**config.mk**
```make
export PLATFORM = sky130hd
export DESIGN_NAME = kabf_ctrl
export DESIGN_NICKNAME = d
export VERILOG_FILES = /design/src/hw/rtl/kabf_pkg.sv /design/src/hw/rtl/kabf_ctrl.sv
export SDC_FILE = /design/constraint.sdc
export NUM_CORES = 1
export LEC_CHECK = 0
export BUFFER_PORTS_ARGS = -buffer_cell sky130_fd_sc_hd__buf_2
export CAP_MARGIN = 20
export CORE_AREA = 2 2 39 41
export CTS_BUF_LIST = sky130_fd_sc_hd__clkbuf_16
export DETAILED_ROUTE_END_ITERATION = 6
export DIE_AREA = 0 0 41 43
export GPL_ROUTABILITY_DRIVEN = 0
export PLACE_DENSITY = 0.79
export REMOVE_ABC_BUFFERS = 1
export SYNTH_ARGS = -nofsm -noshare
export SYNTH_HDL_FRONTEND = slang
export SYNTH_SLANG_ARGS = --single-unit
```
**constraint.sdc**
```tcl
create_clock -name clock -period 1.2 [get_ports clock]
set_clock_uncertainty 0.15 [all_clocks]
set_input_delay 0.18 -clock clock [delete_from_list [all_inputs] [get_ports clock]]
set_output_delay 0.18 -clock clock [all_outputs]
set_load 0.02 [all_outputs]
```
**src/hw/rtl/kabf_pkg.sv**
```systemverilog
`timescale 1ns / 1ps
// kabf_pkg: shared types, codes and fixed-point helpers of the angle/bias filter
// depends on nothing; used by every module of the block

package kabf_pkg;

   // config register indexes
   localparam logic [1:0] CSR_ANGLE_NOISE   = 2'd0;
   localparam logic [1:0] CSR_BIAS_NOISE    = 2'd1;
   localparam logic [1:0] CSR_MEASURE_NOISE = 2'd2;

   // config reset values, unsigned q7.24
   localparam logic [30:0] ANGLE_NOISE_RST   = 31'd16777;
   localparam logic [30:0] BIAS_NOISE_RST    = 31'd50332;
   localparam logic [30:0] MEASURE_NOISE_RST = 31'd503316;

   // multiply/write-back steps, in execution order
   localparam logic [3:0] OP_ANG_PRED  = 4'd0;
   localparam logic [3:0] OP_DTBB      = 4'd1;
   localparam logic [3:0] OP_CAA_LO    = 4'd2;
   localparam logic [3:0] OP_CAA_HI    = 4'd3;
   localparam logic [3:0] OP_CBB_PRED  = 4'd4;
   localparam logic [3:0] OP_SETUP     = 4'd5;
   localparam logic [3:0] OP_ANG_COR   = 4'd6;
   localparam logic [3:0] OP_BIAS_COR  = 4'd7;
   localparam logic [3:0] OP_CAA_COR   = 4'd8;
   localparam logic [3:0] OP_CAB_COR   = 4'd9;
   localparam logic [3:0] OP_CBA_COR   = 4'd10;
   localparam logic [3:0] OP_CBB_COR   = 4'd11;

   // gain selection
   localparam logic K_SEL_ANGLE = 1'b0;
   localparam logic K_SEL_BIAS  = 1'b1;

   // quotient bits of the gain division
   localparam int DIV_STEPS = 56;

   typedef struct packed {
      logic       load;
      logic       mul;
      logic       wb;
      logic [3:0] op;
      logic       div_start;
      logic       div_wb;
      logic       k_sel;
      logic       out_load;
   } dp_cmd_type;

   typedef struct packed {
      logic div_done;
      logic out_free;
   } dp_sts_type;

   // saturate to signed 32 bits
   function automatic logic signed [31:0] sat32(input logic signed [41:0] v);
      if (v > 42'sd2147483647) begin
         return 32'sh7FFF_FFFF;
      end else if (v < -42'sd2147483648) begin
         return 32'sh8000_0000;
      end
      return v[31:0];
   endfunction

   // shift right by 24, round half toward plus infinity
   function automatic logic signed [39:0] rnd24(input logic signed [63:0] v);
      logic signed [63:0] t;
      t = v + 64'sd8388608;
      return t[63:24];
   endfunction

endpackage

```
**src/hw/rtl/kabf_ctrl.sv**
```systemverilog
`timescale 1ns / 1ps
// kabf_ctrl: sequencer for predict, gain division and correction steps
// depends on kabf_pkg

module kabf_ctrl
   import kabf_pkg::*;
(
   input  logic       clock,
   input  logic       reset,
   input  logic       req_valid,
   output logic       req_ready,
   input  dp_sts_type sts,
   output dp_cmd_type cmd
);

   localparam logic [2:0] S_IDLE     = 3'd0;
   localparam logic [2:0] S_MUL      = 3'd1;
   localparam logic [2:0] S_WB       = 3'd2;
   localparam logic [2:0] S_DIV_GO   = 3'd3;
   localparam logic [2:0] S_DIV_WAIT = 3'd4;
   localparam logic [2:0] S_OUT      = 3'd5;

   logic [2:0] state_ff, state_in;
   logic [3:0] op_ff, op_in;
   logic       ksel_ff, ksel_in;

   // next state and commands
   always_comb begin
      state_in = state_ff;
      op_in    = op_ff;
      ksel_in  = ksel_ff;
      cmd      = '0;
      cmd.op   = op_ff;
      cmd.k_sel = ksel_ff;
      req_ready = 1'b0;
      unique case (state_ff)
         S_IDLE: begin
            req_ready = 1'b1;
            if (req_valid) begin
               cmd.load = 1'b1;
               op_in    = OP_ANG_PRED;
               state_in = S_MUL;
            end
         end
         S_MUL: begin
            cmd.mul  = 1'b1;
            state_in = S_WB;
         end
         S_WB: begin
            cmd.wb = 1'b1;
            op_in  = op_ff + 4'd1;
            if (op_ff == OP_SETUP) begin
               ksel_in  = K_SEL_ANGLE;
               state_in = S_DIV_GO;
            end else if (op_ff == OP_CBB_COR) begin
               state_in = S_OUT;
            end else begin
               state_in = S_MUL;
            end
         end
         S_DIV_GO: begin
            cmd.div_start = 1'b1;
            state_in      = S_DIV_WAIT;
         end
         S_DIV_WAIT: begin
            if (sts.div_done) begin
               cmd.div_wb = 1'b1;
               if (ksel_ff == K_SEL_ANGLE) begin
                  ksel_in  = K_SEL_BIAS;
                  state_in = S_DIV_GO;
               end else begin
                  state_in = S_MUL;
               end
            end
         end
         S_OUT: begin
            if (sts.out_free) begin
               cmd.out_load = 1'b1;
               state_in     = S_IDLE;
            end
         end
         default: state_in = S_IDLE;
      endcase
   end

   // state registers
   always_ff @(posedge clock) begin
      if (reset) begin
         state_ff <= S_IDLE;
         op_ff    <= OP_ANG_PRED;
         ksel_ff  <= K_SEL_ANGLE;
      end else begin
         state_ff <= state_in;
         op_ff    <= op_in;
         ksel_ff  <= ksel_in;
      end
   end

endmodule

```
==> run_results.csv <==
group,metric,value,unit
clock_network,ctsRootBufferMaster,"clkbuf_16",
detailed_routing,via_count,638,
grt,grt_pass1_vias,683,
status,violations,"negative setup slack",
detailed_routing,drt_iter0_markers,9,
detailed_routing,routed_via_density,5.65,
critical_path,startpoint_type,"register",
detailed_routing,postRouteAntennaNets,0,
timing,slew_headroom,79.1,%
floorplan,core,1380,um2
logic_synthesis,synth_top_cells_by_count,"10 x nor2_1, 8 x dfxtp_1, 4 x a21oi_1",
final_layout,final_cell_area,1020,um2
place,placed_area,661,um2
grt,grt.total_usage,24.9,%
detailed_routing,totalWireLength,1920,um
timing,setup_ws,-0.305,ns
critical_path,worstReg2RegStart,"state_ff[0]$_SDFFE_PP0P_",
place,dpl.hpwl,1010,um
worst_hold_path,hp-class,"in2reg",
logic_synthesis,synth_top_area_cell,"dfxtp_1",
place,place_inst,99,
floorplan,rows,14,
clock_network,cts.sinks,8,
floorplan,die_h,43,um
job,max_cap_violations,0,
logic_synthesis,synth_edf_count,0,
floorplan,die_w,41,um
logic_synthesis,ys_seq_area_share,30.8,%
detailed_routing,post-route-drc-count,0,
clock_network,cts-buffers-inserted,3,
status,status,"finished with violations",
floorplan,boundaryPins,17,
clock_network,tritoncts,"built",
final_layout,fin_nets,106,
timing,rsz0062_at_grt,"yes",
logic_synthesis,yosys_warnings,0,
power_and_ir_drop,leakagePower,0.438,nW
final_layout,fin_cells,113,
final_layout,antennaDiodeCount,0,
grt,overflow,0,
critical_path,worstSetupStartpoint,"state_ff[0]$_SDFFE_PP0P_",
detailed_routing,first_pass_iters,4,
timing,worst_pin_slew,0.313,ns
grt,grt_max_degree,10,
logic_synthesis,synth_top_area_share,30.8,%
timing,slew_viol_final,0,
timing,holdWs,0.102,ns
timing,fmax,0.664,GHz
worst_hold_path,min_from,"reset",
logic_synthesis,synth_most_common_cell,"nor2_1",
clock_network,h-tree-depth,1,
logic_synthesis,syn_inst,63,
logic_synthesis,avgSynthCellArea,8.24,um2
logic_synthesis,syn-cell-area,519,um2
logic_synthesis,synth-main-ff-cell,"dfxtp_1",
floorplan,die_area,1760,um2
logic_synthesis,ys_top_cells_by_area,"dfxtp_1 31%, nor2_1 7.2%, ha_1 4.8%, a21oi_1 3.9%, nor2b_1 3.6%",
critical_path,critPathMaxFanout,7,
power_and_ir_drop,peakVddDrop,0.715,mV
critical_path,end_kind,"output port",
logic_synthesis,synthArstFlopShare,0,%
timing,finalSetupViolCount,15,
timing,post-route-period-util,125,%
final_layout,layout-area-overhead-vs-synth,95.9,%
critical_path,path_class,"reg2out",
timing,finalCriticalPeriod,1.51,ns
clock_network,clockBufferDepth,2,
floorplan,start_util,37.5,%
critical_path,arrival,1.18,ns
critical_path,crit_required,0.87,ns
clock_network,path_clk_slew,0.04,ns
place,port_buffers,16,
place,place_ws,-0.174,ns
detailed_routing,routedWlPerCell,17.0,um
grt,antenna_found_initial,0,
grt,grt_pass1_wl,2980,um
clock_network,cts_hold_buffers,0,
power_and_ir_drop,power.density,1030,nW/um2
timing,hold_violations,0,
logic_synthesis,ys_seq_elements,8,
clock_network,clk_latency,0.23,ns
logic_synthesis,ys_types,31,
final_layout,layout-drive-gt1-share,64.9,%
-- state kept, by name (all words and copies together) (netlist names) --
| name | flops |
|---|---|
| ksel_ff | 1 |
| op_ff | 4 |
| state_ff | 3 |
-- path summary, 6_finish.rpt --
check / to / slack (ns) / depth (start not counted)
worst min-delay path: op_ff[1]$_SDFFE_PP0P_ / 0.10 / 2
worst max-delay path: cmd[10] / -0.31 / 2
worst max register to register: op_ff[3]$_SDFFE_PP0P_ / -0.26 / 4
worst min register to register: op_ff[2]$_SDFFE_PP0P_ / 0.40 / 2
-- what timing repair did --
item / in CTS / in global routing
hold endpoints to repair: 0 / 0
endpoints found under the setup margin: 17 / 17
buffers inserted: 9 / 3
pin swaps: 9 / 7
gates resized for setup: 44 / 12
-- metal layers --
metal,vias to the layer above,wire [um],GRT usage [%]
met1,307,705,26.6
met5,-,0,0
li1,298,-,-
met2,25,1080,43.4
met3,8,70,2.62
met4,0,72,14.0
-- stage by stage --
step	util, %	setup TNS (ns)	total power [W]
after floorplan	-	-3.00	0.000352
after global routing	73.5	-3.26	0.00107
after detailed placement	47.7	-1.40	0.000404
after global placement	47.7	-0.993	0.000401
after CTS	69.5	-2.23	0.00101
final	73.5	-2.61	0.00104
-- cell families (layout without fill, tap and decap cells) --
logic type / Yosys count / in the layout / share of synthesized area [%]
buffers and inverters: 8 / 42 / 7.23
flip-flops: 8 / 8 / 30.8
AND/OR/NAND/NOR: 30 / 30 / 36.9
adder cells (fa/ha/maj): 2 / 2 / 4.82
multiplexers: 1 / 1 / 2.17
AO/OA/AOI/OAI: 14 / 14 / 18.1
-- cells in the final DEF (no fill, tap or decap), drive strengths merged --
master / synthesis / layout
a211oi: 1 / 1
dfxtp: 8 / 8
o211ai: 1 / 1
nor2b: 3 / 3
nor3b: 3 / 3
ha: 2 / 2
nand2: 1 / 1
nand4b: 1 / 1
and4b: 1 / 1
and4bb: 1 / 1
clkbuf: 0 / 3
o31ai: 2 / 2
o221a: 1 / 1
nor3: 3 / 3
a31oi: 1 / 1
nor2: 10 / 10
nor4b: 2 / 2
or3: 1 / 1
nand4: 1 / 1
nand2b: 2 / 2
o41ai: 1 / 1
o21ai: 2 / 2
a21boi: 1 / 1
buf: 5 / 36
or3b: 1 / 1
inv: 3 / 3
a21oi: 4 / 4
mux2: 1 / 1
-- final cells by class --
| class | count | area [um2] |
|---|---|---|
| clock buffers | 3 | 75.1 |
| fillers | 94 | 367 |
| flip-flops and latches | 8 | 175 |
| repair buffers | 36 | 309 |
| multi-input cells | 47 | 427 |
| inverters | 3 | 11.3 |
| well taps | 16 | 20.0 |
-- critical path, cell delays in order (launching register included) --
cell,delay [ns]
dfxtp_4,0.38
nor4b_4,0.36
buf_4,0.21
-- report_power, final --
part	leakage (nW)	internal (W)	switching, W
registers	0.0685	0.000271	0.0000147
logic	0.333	0.0000985	0.0000998
clock network	0.0370	0.000429	0.000129
total	0.438	0.000799	0.000244
(Power assumes the default switching activity.)
